`src/hdl/rwm_pkg.sv`:
```
// shared types and constants of the random waypoint mover
`timescale 1ns / 1ps
`default_nettype none
package rwm_pkg;

    localparam int COORD_BITS = 16;
    localparam int FRAC_BITS  = 8;
    localparam int RAND_BITS  = 16;
    localparam int POS_BITS   = COORD_BITS + FRAC_BITS;
    localparam int CFG_BITS   = 16;
    localparam int IDX_BITS   = 3;
    localparam int SQRT_STEPS = POS_BITS + 1;
    localparam int DIV_STEPS  = POS_BITS;
    localparam int CNT_BITS   = 5;

    // register indexes
    localparam logic [IDX_BITS-1:0] REG_AREA_W  = 3'd0;
    localparam logic [IDX_BITS-1:0] REG_AREA_H  = 3'd1;
    localparam logic [IDX_BITS-1:0] REG_START_X = 3'd2;
    localparam logic [IDX_BITS-1:0] REG_START_Y = 3'd3;
    localparam logic [IDX_BITS-1:0] REG_BASE_SP = 3'd4;
    localparam logic [IDX_BITS-1:0] REG_SPREAD  = 3'd5;
    localparam logic [IDX_BITS-1:0] REG_TICK    = 3'd6;

    typedef enum logic [3:0] {
        S_IDLE, S_WX, S_WY, S_SP, S_SPST, S_LEN, S_AX, S_AY,
        S_SQST, S_SQRT, S_VX, S_VY, S_DVST, S_DIV, S_VEL, S_MOVE
    } t_state;

    typedef enum logic [2:0] {
        M_WX, M_WY, M_SP, M_LEN, M_AX2, M_AY2, M_VX, M_VY
    } t_mul_sel;

    typedef struct packed {
        logic     take;
        t_mul_sel mul_sel;
        logic     st_wx;
        logic     st_wy;
        logic     st_sp;
        logic     st_len;
        logic     st_ax2;
        logic     st_ay2;
        logic     sq_step;
        logic     st_nx;
        logic     st_ny;
        logic     dv_step;
        logic     st_vel;
        logic     move;
    } t_cmd;

    typedef struct packed {
        logic arrive;
        logic drawn;
        logic out_busy;
    } t_status;

endpackage
`default_nettype wire

```
`src/hdl/rwm_in_if.sv`:
```
// input channel: one tick word with three random draws
`timescale 1ns / 1ps
`default_nettype none
interface rwm_in_if;
    logic        valid;
    logic        ready;
    logic [15:0] draw_x;
    logic [15:0] draw_y;
    logic [15:0] draw_speed;

    modport source (output valid, draw_x, draw_y, draw_speed, input ready);
    modport sink   (input valid, draw_x, draw_y, draw_speed, output ready);
endinterface
`default_nettype wire

```
`src/hdl/rwm_out_if.sv`:
```
// output channel: position and speed after one tick
`timescale 1ns / 1ps
`default_nettype none
interface rwm_out_if;
    logic        valid;
    logic        ready;
    logic [23:0] pos_x;
    logic [23:0] pos_y;
    logic [15:0] cur_speed;
    logic        new_waypoint;

    modport source (output valid, pos_x, pos_y, cur_speed, new_waypoint, input ready);
    modport sink   (input valid, pos_x, pos_y, cur_speed, new_waypoint, output ready);
endinterface
`default_nettype wire

```
`src/hdl/rwm_ctrl.sv`:
```
// sequencer for one mobility tick
`timescale 1ns / 1ps
`default_nettype none
module rwm_ctrl
    import rwm_pkg::*;
(
    input  wire logic    i_clk,
    input  wire logic    i_rst_n,
    input  wire logic    i_valid,
    output logic         o_ready,
    input  wire t_status i_status,
    output t_cmd         o_cmd
);

    t_state                r_state, n_state;
    logic   [CNT_BITS-1:0] r_cnt, n_cnt;

    // state and step counter
    always_ff @(posedge i_clk) begin
        if (!i_rst_n) begin
            r_state <= S_IDLE;
            r_cnt   <= '0;
        end else begin
            r_state <= n_state;
            r_cnt   <= n_cnt;
        end
    end

    // next state and commands
    always_comb begin
        n_state = r_state;
        n_cnt   = r_cnt;
        o_cmd   = '0;
        o_cmd.mul_sel = M_WX;
        o_ready = 1'b0;
        case (r_state)
            S_IDLE: begin
                o_ready = 1'b1;
                if (i_valid) begin
                    o_cmd.take = 1'b1;
                    n_state = i_status.arrive ? S_WX : S_LEN;
                end
            end
            S_WX: begin
                o_cmd.mul_sel = M_WX;
                n_state = S_WY;
            end
            S_WY: begin
                o_cmd.mul_sel = M_WY;
                o_cmd.st_wx = 1'b1;
                n_state = S_SP;
            end
            S_SP: begin
                o_cmd.mul_sel = M_SP;
                o_cmd.st_wy = 1'b1;
                n_state = S_SPST;
            end
            S_SPST: begin
                o_cmd.st_sp = 1'b1;
                n_state = S_LEN;
            end
            S_LEN: begin
                o_cmd.mul_sel = M_LEN;
                n_state = S_AX;
            end
            S_AX: begin
                o_cmd.mul_sel = M_AX2;
                o_cmd.st_len = 1'b1;
                n_state = S_AY;
            end
            S_AY: begin
                o_cmd.mul_sel = M_AY2;
                o_cmd.st_ax2 = 1'b1;
                n_state = S_SQST;
            end
            S_SQST: begin
                o_cmd.st_ay2 = 1'b1;
                n_cnt = '0;
                n_state = S_SQRT;
            end
            S_SQRT: begin
                o_cmd.sq_step = 1'b1;
                n_cnt = r_cnt + 1'b1;
                if (r_cnt == CNT_BITS'(SQRT_STEPS - 1)) begin
                    n_state = i_status.drawn ? S_VX : S_MOVE;
                end
            end
            S_VX: begin
                o_cmd.mul_sel = M_VX;
                n_state = S_VY;
            end
            S_VY: begin
                o_cmd.mul_sel = M_VY;
                o_cmd.st_nx = 1'b1;
                n_state = S_DVST;
            end
            S_DVST: begin
                o_cmd.st_ny = 1'b1;
                n_cnt = '0;
                n_state = S_DIV;
            end
            S_DIV: begin
                o_cmd.dv_step = 1'b1;
                n_cnt = r_cnt + 1'b1;
                if (r_cnt == CNT_BITS'(DIV_STEPS - 1)) begin
                    n_state = S_VEL;
                end
            end
            S_VEL: begin
                o_cmd.st_vel = 1'b1;
                n_state = S_MOVE;
            end
            S_MOVE: begin
                if (!i_status.out_busy) begin
                    o_cmd.move = 1'b1;
                    n_state = S_IDLE;
                end
            end
            default: begin
                n_state = S_IDLE;
            end
        endcase
    end

endmodule
`default_nettype wire

```
`src/hdl/rwm_datapath.sv`:
```
// mover state, shared multiplier, square root and dividers, output register
`timescale 1ns / 1ps
`default_nettype none
module rwm_datapath
    import rwm_pkg::*;
(
    input  wire logic                i_clk,
    input  wire logic                i_rst_n,
    input  wire logic                i_cfg_we,
    input  wire logic [IDX_BITS-1:0] i_cfg_idx,
    input  wire logic [CFG_BITS-1:0] i_cfg_data,
    input  wire t_cmd                i_cmd,
    output t_status                  o_status,
    input  wire logic [15:0]         i_draw_x,
    input  wire logic [15:0]         i_draw_y,
    input  wire logic [15:0]         i_draw_speed,
    output logic                     o_valid,
    input  wire logic                i_ready,
    output logic [POS_BITS-1:0]      o_pos_x,
    output logic [POS_BITS-1:0]      o_pos_y,
    output logic [15:0]              o_cur_speed,
    output logic                     o_new_waypoint
);

    localparam int PROD_BITS = 2 * POS_BITS;
    localparam int SQV_BITS  = 2 * SQRT_STEPS;
    localparam int REM_BITS  = SQRT_STEPS + 2;
    localparam int DR_BITS   = POS_BITS + 1;

    // configuration
    logic [15:0] r_area_w, r_area_h, r_spread, r_tick;
    // mover state
    logic [POS_BITS-1:0]   r_pos_x, r_pos_y;
    logic [COORD_BITS-1:0] r_wp_x, r_wp_y;
    logic [15:0]           r_speed;
    logic signed [POS_BITS:0] r_vel_x, r_vel_y;
    // tick work registers
    logic [RAND_BITS-1:0]  r_dx, r_dy, r_ds;
    logic                  r_drawn;
    logic [PROD_BITS-1:0]  r_prod;
    logic [POS_BITS-1:0]   r_len;
    logic [PROD_BITS:0]    r_sum;
    logic [SQV_BITS-1:0]   r_sq_val;
    logic [REM_BITS-1:0]   r_sq_rem;
    logic [SQRT_STEPS-1:0] r_sq_root;
    logic [DR_BITS-1:0]    r_rem_x, r_rem_y;
    logic [POS_BITS-1:0]   r_q_x, r_q_y;
    logic                  r_neg_x, r_neg_y;
    // output word
    logic                  r_ov;
    logic [POS_BITS-1:0]   r_opx, r_opy;
    logic [15:0]           r_osp;
    logic                  r_onw;

    // rounded position against waypoint
    logic [POS_BITS:0]   w_rnd_x, w_rnd_y;
    assign w_rnd_x = {1'b0, r_pos_x} + (POS_BITS+1)'(1 << (FRAC_BITS - 1));
    assign w_rnd_y = {1'b0, r_pos_y} + (POS_BITS+1)'(1 << (FRAC_BITS - 1));
    assign o_status.arrive = (w_rnd_x[POS_BITS:FRAC_BITS] == {1'b0, r_wp_x})
                          && (w_rnd_y[POS_BITS:FRAC_BITS] == {1'b0, r_wp_y});
    assign o_status.drawn    = r_drawn;
    assign o_status.out_busy = r_ov && !i_ready;

    // distance magnitudes to the waypoint
    logic [POS_BITS-1:0] w_wpf_x, w_wpf_y, w_ax, w_ay;
    logic                w_nx, w_ny;
    assign w_wpf_x = {r_wp_x, {FRAC_BITS{1'b0}}};
    assign w_wpf_y = {r_wp_y, {FRAC_BITS{1'b0}}};
    assign w_nx = w_wpf_x < r_pos_x;
    assign w_ny = w_wpf_y < r_pos_y;
    assign w_ax = w_nx ? r_pos_x - w_wpf_x : w_wpf_x - r_pos_x;
    assign w_ay = w_ny ? r_pos_y - w_wpf_y : w_wpf_y - r_pos_y;

    // shared multiplier operands
    logic [16:0]         w_aw1, w_ah1;
    logic [POS_BITS-1:0] w_ma, w_mb;
    assign w_aw1 = {1'b0, r_area_w} + 17'd1;
    assign w_ah1 = {1'b0, r_area_h} + 17'd1;
    always_comb begin
        case (i_cmd.mul_sel)
            M_WX:    begin w_ma = POS_BITS'(r_dx);    w_mb = POS_BITS'(w_aw1);    end
            M_WY:    begin w_ma = POS_BITS'(r_dy);    w_mb = POS_BITS'(w_ah1);    end
            M_SP:    begin w_ma = POS_BITS'(r_ds);    w_mb = POS_BITS'(r_spread); end
            M_LEN:   begin w_ma = POS_BITS'(r_speed); w_mb = POS_BITS'(r_tick);   end
            M_AX2:   begin w_ma = w_ax;               w_mb = w_ax;                end
            M_AY2:   begin w_ma = w_ay;               w_mb = w_ay;                end
            M_VX:    begin w_ma = r_len;              w_mb = w_ax;                end
            M_VY:    begin w_ma = r_len;              w_mb = w_ay;                end
            default: begin w_ma = '0;                 w_mb = '0;                  end
        endcase
    end

    // speed draw with saturation
    logic signed [17:0] w_spd;
    logic [15:0]        w_spd_sat;
    assign w_spd = $signed({2'b00, r_speed}) - $signed({3'b000, r_spread[15:1]})
                 + $signed({2'b00, r_prod[RAND_BITS +: 16]});
    assign w_spd_sat = w_spd < 0 ? 16'd0 : (w_spd > 18'sd65535 ? 16'hFFFF : w_spd[15:0]);

    // one square root digit
    logic [REM_BITS+1:0] w_sq_t, w_sq_trial;
    assign w_sq_t     = {r_sq_rem, r_sq_val[SQV_BITS-1 -: 2]};
    assign w_sq_trial = {2'b00, r_sq_root, 2'b01};

    // one quotient bit per divider
    logic [DR_BITS:0] w_dx_t, w_dy_t, w_den;
    assign w_den  = {1'b0, r_sq_root};
    assign w_dx_t = {r_rem_x, r_q_x[POS_BITS-1]};
    assign w_dy_t = {r_rem_y, r_q_y[POS_BITS-1]};

    // position update with clamp
    logic [POS_BITS-1:0]        w_hi_x, w_hi_y, w_new_x, w_new_y;
    logic signed [POS_BITS+1:0] w_px, w_py;
    logic                       w_snap;
    assign w_hi_x = {r_area_w, {FRAC_BITS{1'b0}}};
    assign w_hi_y = {r_area_h, {FRAC_BITS{1'b0}}};
    assign w_px = $signed({2'b00, r_pos_x}) + (POS_BITS+2)'(r_vel_x);
    assign w_py = $signed({2'b00, r_pos_y}) + (POS_BITS+2)'(r_vel_y);
    assign w_snap = r_sq_root < {1'b0, r_len};
    always_comb begin
        if (w_snap) begin
            w_new_x = w_wpf_x > w_hi_x ? w_hi_x : w_wpf_x;
            w_new_y = w_wpf_y > w_hi_y ? w_hi_y : w_wpf_y;
        end else begin
            if (w_px < 0) begin
                w_new_x = '0;
            end else if (w_px > $signed({2'b00, w_hi_x})) begin
                w_new_x = w_hi_x;
            end else begin
                w_new_x = w_px[POS_BITS-1:0];
            end
            if (w_py < 0) begin
                w_new_y = '0;
            end else if (w_py > $signed({2'b00, w_hi_y})) begin
                w_new_y = w_hi_y;
            end else begin
                w_new_y = w_py[POS_BITS-1:0];
            end
        end
    end

    // configuration and mover state
    always_ff @(posedge i_clk) begin
        if (!i_rst_n) begin
            r_area_w <= 16'd1000;
            r_area_h <= 16'd1000;
            r_spread <= 16'd512;
            r_tick   <= 16'd256;
            r_pos_x  <= '0;
            r_pos_y  <= '0;
            r_wp_x   <= '0;
            r_wp_y   <= '0;
            r_speed  <= 16'd256;
            r_vel_x  <= '0;
            r_vel_y  <= '0;
        end else begin
            if (i_cfg_we) begin
                case (i_cfg_idx)
                    REG_AREA_W:  r_area_w <= i_cfg_data;
                    REG_AREA_H:  r_area_h <= i_cfg_data;
                    REG_START_X: begin
                        r_wp_x  <= i_cfg_data;
                        r_pos_x <= {i_cfg_data, {FRAC_BITS{1'b0}}};
                    end
                    REG_START_Y: begin
                        r_wp_y  <= i_cfg_data;
                        r_pos_y <= {i_cfg_data, {FRAC_BITS{1'b0}}};
                    end
                    REG_BASE_SP: r_speed  <= i_cfg_data;
                    REG_SPREAD:  r_spread <= i_cfg_data;
                    REG_TICK:    r_tick   <= i_cfg_data;
                    default: ;
                endcase
            end
            if (i_cmd.st_wx) r_wp_x <= r_prod[RAND_BITS +: COORD_BITS];
            if (i_cmd.st_wy) r_wp_y <= r_prod[RAND_BITS +: COORD_BITS];
            if (i_cmd.st_sp) r_speed <= w_spd_sat;
            if (i_cmd.st_vel) begin
                if (r_sq_root == '0) begin
                    r_vel_x <= '0;
                    r_vel_y <= '0;
                end else begin
                    r_vel_x <= r_neg_x ? -$signed({1'b0, r_q_x}) : $signed({1'b0, r_q_x});
                    r_vel_y <= r_neg_y ? -$signed({1'b0, r_q_y}) : $signed({1'b0, r_q_y});
                end
            end
            if (i_cmd.move) begin
                r_pos_x <= w_new_x;
                r_pos_y <= w_new_y;
            end
        end
    end

    // draws, product and arrival flag of the current tick
    always_ff @(posedge i_clk) begin
        if (!i_rst_n) begin
            r_drawn <= 1'b0;
        end else if (i_cmd.take) begin
            r_drawn <= o_status.arrive;
        end
    end

    always_ff @(posedge i_clk) begin
        r_prod <= w_ma * w_mb;
        if (i_cmd.take) begin
            r_dx <= i_draw_x[RAND_BITS-1:0];
            r_dy <= i_draw_y[RAND_BITS-1:0];
            r_ds <= i_draw_speed[RAND_BITS-1:0];
        end
        if (i_cmd.st_len) r_len <= r_prod[(16 - FRAC_BITS) +: POS_BITS];
        if (i_cmd.st_ax2) r_sum <= {1'b0, r_prod};
        // square root, two radicand bits a step
        if (i_cmd.st_ay2) begin
            r_sq_val  <= SQV_BITS'(r_sum + {1'b0, r_prod});
            r_sq_rem  <= '0;
            r_sq_root <= '0;
        end else if (i_cmd.sq_step) begin
            r_sq_val <= {r_sq_val[SQV_BITS-3:0], 2'b00};
            if (w_sq_t >= w_sq_trial) begin
                r_sq_rem  <= REM_BITS'(w_sq_t - w_sq_trial);
                r_sq_root <= {r_sq_root[SQRT_STEPS-2:0], 1'b1};
            end else begin
                r_sq_rem  <= REM_BITS'(w_sq_t);
                r_sq_root <= {r_sq_root[SQRT_STEPS-2:0], 1'b0};
            end
        end
        // restoring dividers, quotient fits in the low half
        if (i_cmd.st_nx) begin
            r_rem_x <= {1'b0, r_prod[PROD_BITS-1 -: POS_BITS]};
            r_q_x   <= r_prod[POS_BITS-1:0];
        end
        if (i_cmd.st_ny) begin
            r_rem_y <= {1'b0, r_prod[PROD_BITS-1 -: POS_BITS]};
            r_q_y   <= r_prod[POS_BITS-1:0];
            r_neg_x <= w_nx;
            r_neg_y <= w_ny;
        end
        if (i_cmd.dv_step) begin
            if (w_dx_t >= w_den) begin
                r_rem_x <= DR_BITS'(w_dx_t - w_den);
                r_q_x   <= {r_q_x[POS_BITS-2:0], 1'b1};
            end else begin
                r_rem_x <= DR_BITS'(w_dx_t);
                r_q_x   <= {r_q_x[POS_BITS-2:0], 1'b0};
            end
            if (w_dy_t >= w_den) begin
                r_rem_y <= DR_BITS'(w_dy_t - w_den);
                r_q_y   <= {r_q_y[POS_BITS-2:0], 1'b1};
            end else begin
                r_rem_y <= DR_BITS'(w_dy_t);
                r_q_y   <= {r_q_y[POS_BITS-2:0], 1'b0};
            end
        end
    end

    // output register
    always_ff @(posedge i_clk) begin
        if (!i_rst_n) begin
            r_ov <= 1'b0;
        end else if (i_cmd.move) begin
            r_ov <= 1'b1;
        end else if (i_ready) begin
            r_ov <= 1'b0;
        end
    end

    always_ff @(posedge i_clk) begin
        if (i_cmd.move) begin
            r_opx <= w_new_x;
            r_opy <= w_new_y;
            r_osp <= r_speed;
            r_onw <= r_drawn;
        end
    end

    assign o_valid        = r_ov;
    assign o_pos_x        = r_opx;
    assign o_pos_y        = r_opy;
    assign o_cur_speed    = r_osp;
    assign o_new_waypoint = r_onw;

endmodule
`default_nettype wire

```
`src/hdl/random_waypoint_mover.sv`:
```
// one tick word at a time: the next is taken in idle once the last is done; the work per word is
// set by the 25-step square root and the 24-step dividers
// the result waits in an output register; the block holds in its last step while it is full and not taken
// synchronous active-low reset loads the register defaults and puts the mover at position zero
`timescale 1ns / 1ps
`default_nettype none
module random_waypoint_mover
    import rwm_pkg::*;
(
    input  wire logic                i_clk,
    input  wire logic                i_rst_n,
    input  wire logic                i_cfg_we,
    input  wire logic [IDX_BITS-1:0] i_cfg_idx,
    input  wire logic [CFG_BITS-1:0] i_cfg_data,
    rwm_in_if.sink                   i_in,
    rwm_out_if.source                o_out
);

    t_cmd    w_cmd;
    t_status w_status;

    // sequencer
    rwm_ctrl u_ctrl (
        .i_clk    (i_clk),
        .i_rst_n  (i_rst_n),
        .i_valid  (i_in.valid),
        .o_ready  (i_in.ready),
        .i_status (w_status),
        .o_cmd    (w_cmd)
    );

    // datapath
    rwm_datapath u_dp (
        .i_clk          (i_clk),
        .i_rst_n        (i_rst_n),
        .i_cfg_we       (i_cfg_we),
        .i_cfg_idx      (i_cfg_idx),
        .i_cfg_data     (i_cfg_data),
        .i_cmd          (w_cmd),
        .o_status       (w_status),
        .i_draw_x       (i_in.draw_x),
        .i_draw_y       (i_in.draw_y),
        .i_draw_speed   (i_in.draw_speed),
        .o_valid        (o_out.valid),
        .i_ready        (o_out.ready),
        .o_pos_x        (o_out.pos_x),
        .o_pos_y        (o_out.pos_y),
        .o_cur_speed    (o_out.cur_speed),
        .o_new_waypoint (o_out.new_waypoint)
    );

`ifndef NO_ASSERTIONS
    // an accepted word keeps the block busy in the next cycle
    a_busy_after_take: assert property (@(posedge i_clk) disable iff (!i_rst_n)
        (i_in.valid && i_in.ready) |=> !i_in.ready)
        else $error("input taken again right after accept");

    // no result appears in the cycle after an accept
    a_no_instant_result: assert property (@(posedge i_clk) disable iff (!i_rst_n)
        (i_in.valid && i_in.ready) |=> !$rose(o_out.valid))
        else $error("result rose right after accept");

    // a stalled result holds its position
    a_stall_hold: assert property (@(posedge i_clk) disable iff (!i_rst_n)
        (o_out.valid && !o_out.ready) |=> ($stable(o_out.pos_x) && $stable(o_out.pos_y)))
        else $error("stalled result changed");
`endif

endmodule
`default_nettype wire
```
`src/flat_wrapper.sv`:
```
// flat-port wrapper written by rule: the top's interface ports become plain ports
module random_waypoint_mover_flat import rwm_pkg::*;
  (i_clk, i_rst_n, i_cfg_we, i_cfg_idx, i_cfg_data, i_in_valid, i_in_draw_x, i_in_draw_y, i_in_draw_speed, i_in_ready, o_out_valid, o_out_pos_x, o_out_pos_y, o_out_cur_speed, o_out_new_waypoint, o_out_ready);
  rwm_in_if i_in_i ();
  rwm_out_if o_out_i ();
  input  wire logic i_clk;
  input  wire logic i_rst_n;
  input  wire logic i_cfg_we;
  input  wire logic [IDX_BITS-1:0] i_cfg_idx;
  input  wire logic [CFG_BITS-1:0] i_cfg_data;
  input wire logic [$bits(i_in_i.valid)-1:0] i_in_valid;
  input wire logic [$bits(i_in_i.draw_x)-1:0] i_in_draw_x;
  input wire logic [$bits(i_in_i.draw_y)-1:0] i_in_draw_y;
  input wire logic [$bits(i_in_i.draw_speed)-1:0] i_in_draw_speed;
  output wire logic [$bits(i_in_i.ready)-1:0] i_in_ready;
  output wire logic [$bits(o_out_i.valid)-1:0] o_out_valid;
  output wire logic [$bits(o_out_i.pos_x)-1:0] o_out_pos_x;
  output wire logic [$bits(o_out_i.pos_y)-1:0] o_out_pos_y;
  output wire logic [$bits(o_out_i.cur_speed)-1:0] o_out_cur_speed;
  output wire logic [$bits(o_out_i.new_waypoint)-1:0] o_out_new_waypoint;
  input wire logic [$bits(o_out_i.ready)-1:0] o_out_ready;
  assign i_in_i.valid = i_in_valid;
  assign i_in_i.draw_x = i_in_draw_x;
  assign i_in_i.draw_y = i_in_draw_y;
  assign i_in_i.draw_speed = i_in_draw_speed;
  assign i_in_ready = i_in_i.ready;
  assign o_out_valid = o_out_i.valid;
  assign o_out_pos_x = o_out_i.pos_x;
  assign o_out_pos_y = o_out_i.pos_y;
  assign o_out_cur_speed = o_out_i.cur_speed;
  assign o_out_new_waypoint = o_out_i.new_waypoint;
  assign o_out_i.ready = o_out_ready;
  random_waypoint_mover u_core (.i_clk(i_clk), .i_rst_n(i_rst_n), .i_cfg_we(i_cfg_we), .i_cfg_idx(i_cfg_idx), .i_cfg_data(i_cfg_data), .i_in(i_in_i), .o_out(o_out_i));
endmodule
```
`config.mk`:
```
export PLATFORM = sky130hd
export DESIGN_NAME = random_waypoint_mover_flat
export DESIGN_NICKNAME = d
export VERILOG_FILES = /design/src/hdl/rwm_pkg.sv /design/src/hdl/rwm_in_if.sv /design/src/hdl/rwm_out_if.sv /design/src/hdl/rwm_ctrl.sv /design/src/hdl/rwm_datapath.sv /design/src/hdl/random_waypoint_mover.sv /design/src/flat_wrapper.sv
export SDC_FILE = /design/constraint.sdc
export NUM_CORES = 2
export LEC_CHECK = 0
export ABC_AREA = 1
export BUFFER_PORTS_ARGS = -buffer_cell sky130_fd_sc_hd__buf_2
export CORE_MARGIN = 1
export CORE_UTILIZATION = 35
export CTS_CLUSTER_DIAMETER = 150
export DETAILED_ROUTE_END_ITERATION = 12
export RECOVER_POWER = 50
export SYNTH_ARGS = -nofsm -noshare
export SYNTH_HDL_FRONTEND = slang
export SYNTH_SLANG_ARGS = --single-unit
```
`constraint.sdc`:
```
create_clock -name i_clk -period 8.9 [get_ports i_clk]
set_input_delay 0.445 -clock i_clk [delete_from_list [all_inputs] [get_ports i_clk]]
set_output_delay 0.445 -clock i_clk [all_outputs]
set_load 0.1 [all_outputs]
```
==> run metrics <==
Worst R2R End u_core.u_dp.r_prod[47]; R2R depth 38; vias in the first global route 59917; Sink Count 656; Compound-Gate Fraction of Synth Area 14.15%; Worst-Margin Slew 4527 ps; CTS tree built; xor and xnor area share after synthesis 4.505%; final core occ 42.26%; status complete, but fails checks; Total GRT Usage 27.91%; fin crit period 8679 ps; CP bufs+invs 12; Post-Synth Simple-Gate Area 19.16%; Num CTS Buffers 80; CP max stage delay 600 ps; pin count of the biggest net entering global routing 89; dpl cells 11281; GPL Wtd Cong 1.026; WL/cell 22.72 um; DRC violation count after routing 0; I/O Buffers 138; Final Cell Area 76470 um^2; Top FF cell, synth edfxtp_1; crit path max fanout 8; post-synthesis mux area share 0.03139%; Pre-antenna DRT Iters 9; max-cap viol count 13; final WL 261900 um; Rel. slew slack -201.8%; cell mode on critical path inv_1; stages on the worst setup path 38; final antenna-violating net count 0; first-pass GRT wire length 383600 um; H-tree Lvls 3; dpl hpwl 213100 um; synthesis-to-layout area growth 19.92%; Yosys warnings 0; die width 428.9 um; crit path DAT 9290 ps; Hold Path Origin i_in_valid; Clock Latency Late Sink 730 ps; delay-heaviest family, CP adder cells; Area after DPL 71770 um^2; initial antenna violation count 17; critical path required time 9510 ps; Die ar. 183900 um^2; Critical-path top delay cell fa_2; hold path endpoint u_core.u_ctrl.r_state[0]; Worst Hold Depth 3; Seq/Total Area, Yosys 25.85%; post-synthesis sequential element count 656; Core Area 180900 um^2; Synth async-reset ratio 0%; Slew Limit Fails 608; Multi-input gate area 41830 um^2; share of cells above drive strength 1 13.02%; grt ovf 0; Gate Count Post-Synth 8377; Worst Setup Start Kind flip-flop; Net Count, Synth 9476; Post-Synth Adder-Cell Area 25.93%; Syn Area/Cell 7.612 um^2; Root Buffer Master clkbuf_16; clk slew on worst S/H paths 60 ps; crit end category flip-flop; Setup violations, final 0; area leader, netlist edfxtp_1; Worst Hold Class in2reg; EDFF count, synth 335; vias per std cell 5.273; io pins 139; fmax 115.2 MHz; Crit Path Category reg2reg; Mapped Area 63770 um^2; largest family of logic cells by synthesized area adder cells; final worst clock skew 53.46 ps; row count 156; Post-layout nets 10181; Fillers 18440; Initial Utilization 35.24%; Reg area 16490 um^2; period utilization 97.51%; Netlist cell types 63; Final Hold Viols 0; DIE HEIGHT 428.9 um; post-synth top area share 15.77%; Layout Cells excl Fill 11526; Worst R2R Setup Slack 220 ps; failing checks capacitance limit, slew limit; worst r2r src u_core.u_ctrl.r_state[0]; synth top area cells edfxtp_1, fa_1, nand2_1; via count 60777; Starting DRT DRC Count 5628; CTS Buffer Depth 3
## registers in the layout (all words and copies together), names as in the netlist, 24 cells and up
signal                 flops
u_core.u_dp.r_sum         48
u_core.u_dp.r_rem_x       25
u_core.u_dp.r_vel_y       25
u_core.u_dp.r_prod        48
u_core.u_dp.o_pos_y       24
u_core.u_dp.r_len         24
u_core.u_dp.r_q_x         24
u_core.u_dp.r_sq_val      50
u_core.u_dp.r_pos_y       24
u_core.u_dp.r_sq_rem      27
u_core.u_dp.r_sq_root     25
u_core.u_dp.o_pos_x       24
u_core.u_dp.r_pos_x       24
u_core.u_dp.r_q_y         24
u_core.u_dp.r_vel_x       25
u_core.u_dp.r_rem_y       25
## worst min-delay path, cell delays in order
cell	delay, ps
buf_2	110
inv_1	60
a211oi_1	60
## placed cells by master (no fill, tap or decap), drive strengths merged, types with 23 or more instances in the layout
master       instances
nand2             1842
inv               1443
buf                731
nor2               678
a21oi              654
o21ai              641
ha                 536
fa                 491
edfxtp             335
dfxtp              321
nand3              283
clkbuf             214
xor2               197
xnor2              131
nand4               81
a31oi               63
o211ai              59
nor3                58
dlygate4sd3         48
clkinv              43
o22ai               37
a21o                29
or2                 28
a211oi              24
nor4                24
o21bai              23
## worst max path at each step
stage                                        start                endpoint  slack [ps]
final                     u_core.u_ctrl.r_state[0]  u_core.u_dp.r_prod[47]         220
after detailed placement    u_core.u_dp.r_pos_x[2]  u_core.u_dp.r_prod[34]        -310
after global routing       u_core.u_dp.r_pos_x[19]  u_core.u_dp.r_prod[47]         -60
after CTS                   u_core.u_dp.r_pos_y[8]  u_core.u_dp.r_prod[34]         -70
after global placement      u_core.u_dp.r_pos_x[2]  u_core.u_dp.r_prod[34]        -410
after floorplan           u_core.u_ctrl.r_state[0]  u_core.u_dp.r_prod[33]         120
## metal layers
layer | wire length [um] | vias to the layer above | track usage [%]
met4 | 17950 | 0 | 16.09
met1 | 107100 | 29415 | 35.98
met5 | 0 | - | 0
li1 | - | 28461 | -
met2 | 117400 | 2375 | 44.65
met3 | 19430 | 526 | 3.952
## cells in the mapped netlist, drive strengths merged, types with 81 or more instances
cell type / instances
nand3: 283
buf: 90
fa: 491
xnor2: 131
nand4: 81
inv: 1436
nor2: 678
xor2: 197
o21ai: 641
dfxtp: 321
clkbuf: 178
edfxtp: 335
ha: 536
nand2: 1842
a21oi: 654
## logic make-up after synthesis
| kind of cell | Yosys count |
|---|---|
| AND/OR/NAND/NOR | 3010 |
| buffers and inverters | 1722 |
| AO/OA/AOI/OAI | 1632 |
| adder cells (fa/ha/maj) | 1027 |
| flip-flops | 656 |
| XOR/XNOR | 328 |
| multiplexers | 2 |
## final cells by class
class / instances / share of cell area [%]
multi-input cells: 5999 / 54.70
repair buffers: 891 / 8.992
clock buffers: 102 / 2.847
flip-flops and latches: 656 / 21.57
inverters: 1454 / 7.188
clock inverters: 48 / 0.8083
diodes: 6 / 0.01963
well taps: 2370 / 3.878
## stage by stage
step	hold WS [ps]	setup WS (ps)	setup TNS [ps]
after floorplan	424.9	122.4	0
after detailed placement	451.4	-305.8	-2392
after CTS	6.964	-69.68	-115.8
after global routing	-5.991	-56.06	-436.3
after global placement	440.7	-412.8	-1823
final	8.326	221.2	0
## timing repair
action,4_1_cts,5_1_grt
setup buffers,0,37
hold endpoints to repair,48,0
endpoints found under the setup margin,20,30
resized for setup,25,306
pin swaps,1,73
hold buffers,48,0
cloned,0,4
Power is not shown: default switching activity piles up to over one toggle a cycle in this logic, so the estimate is an artifact.
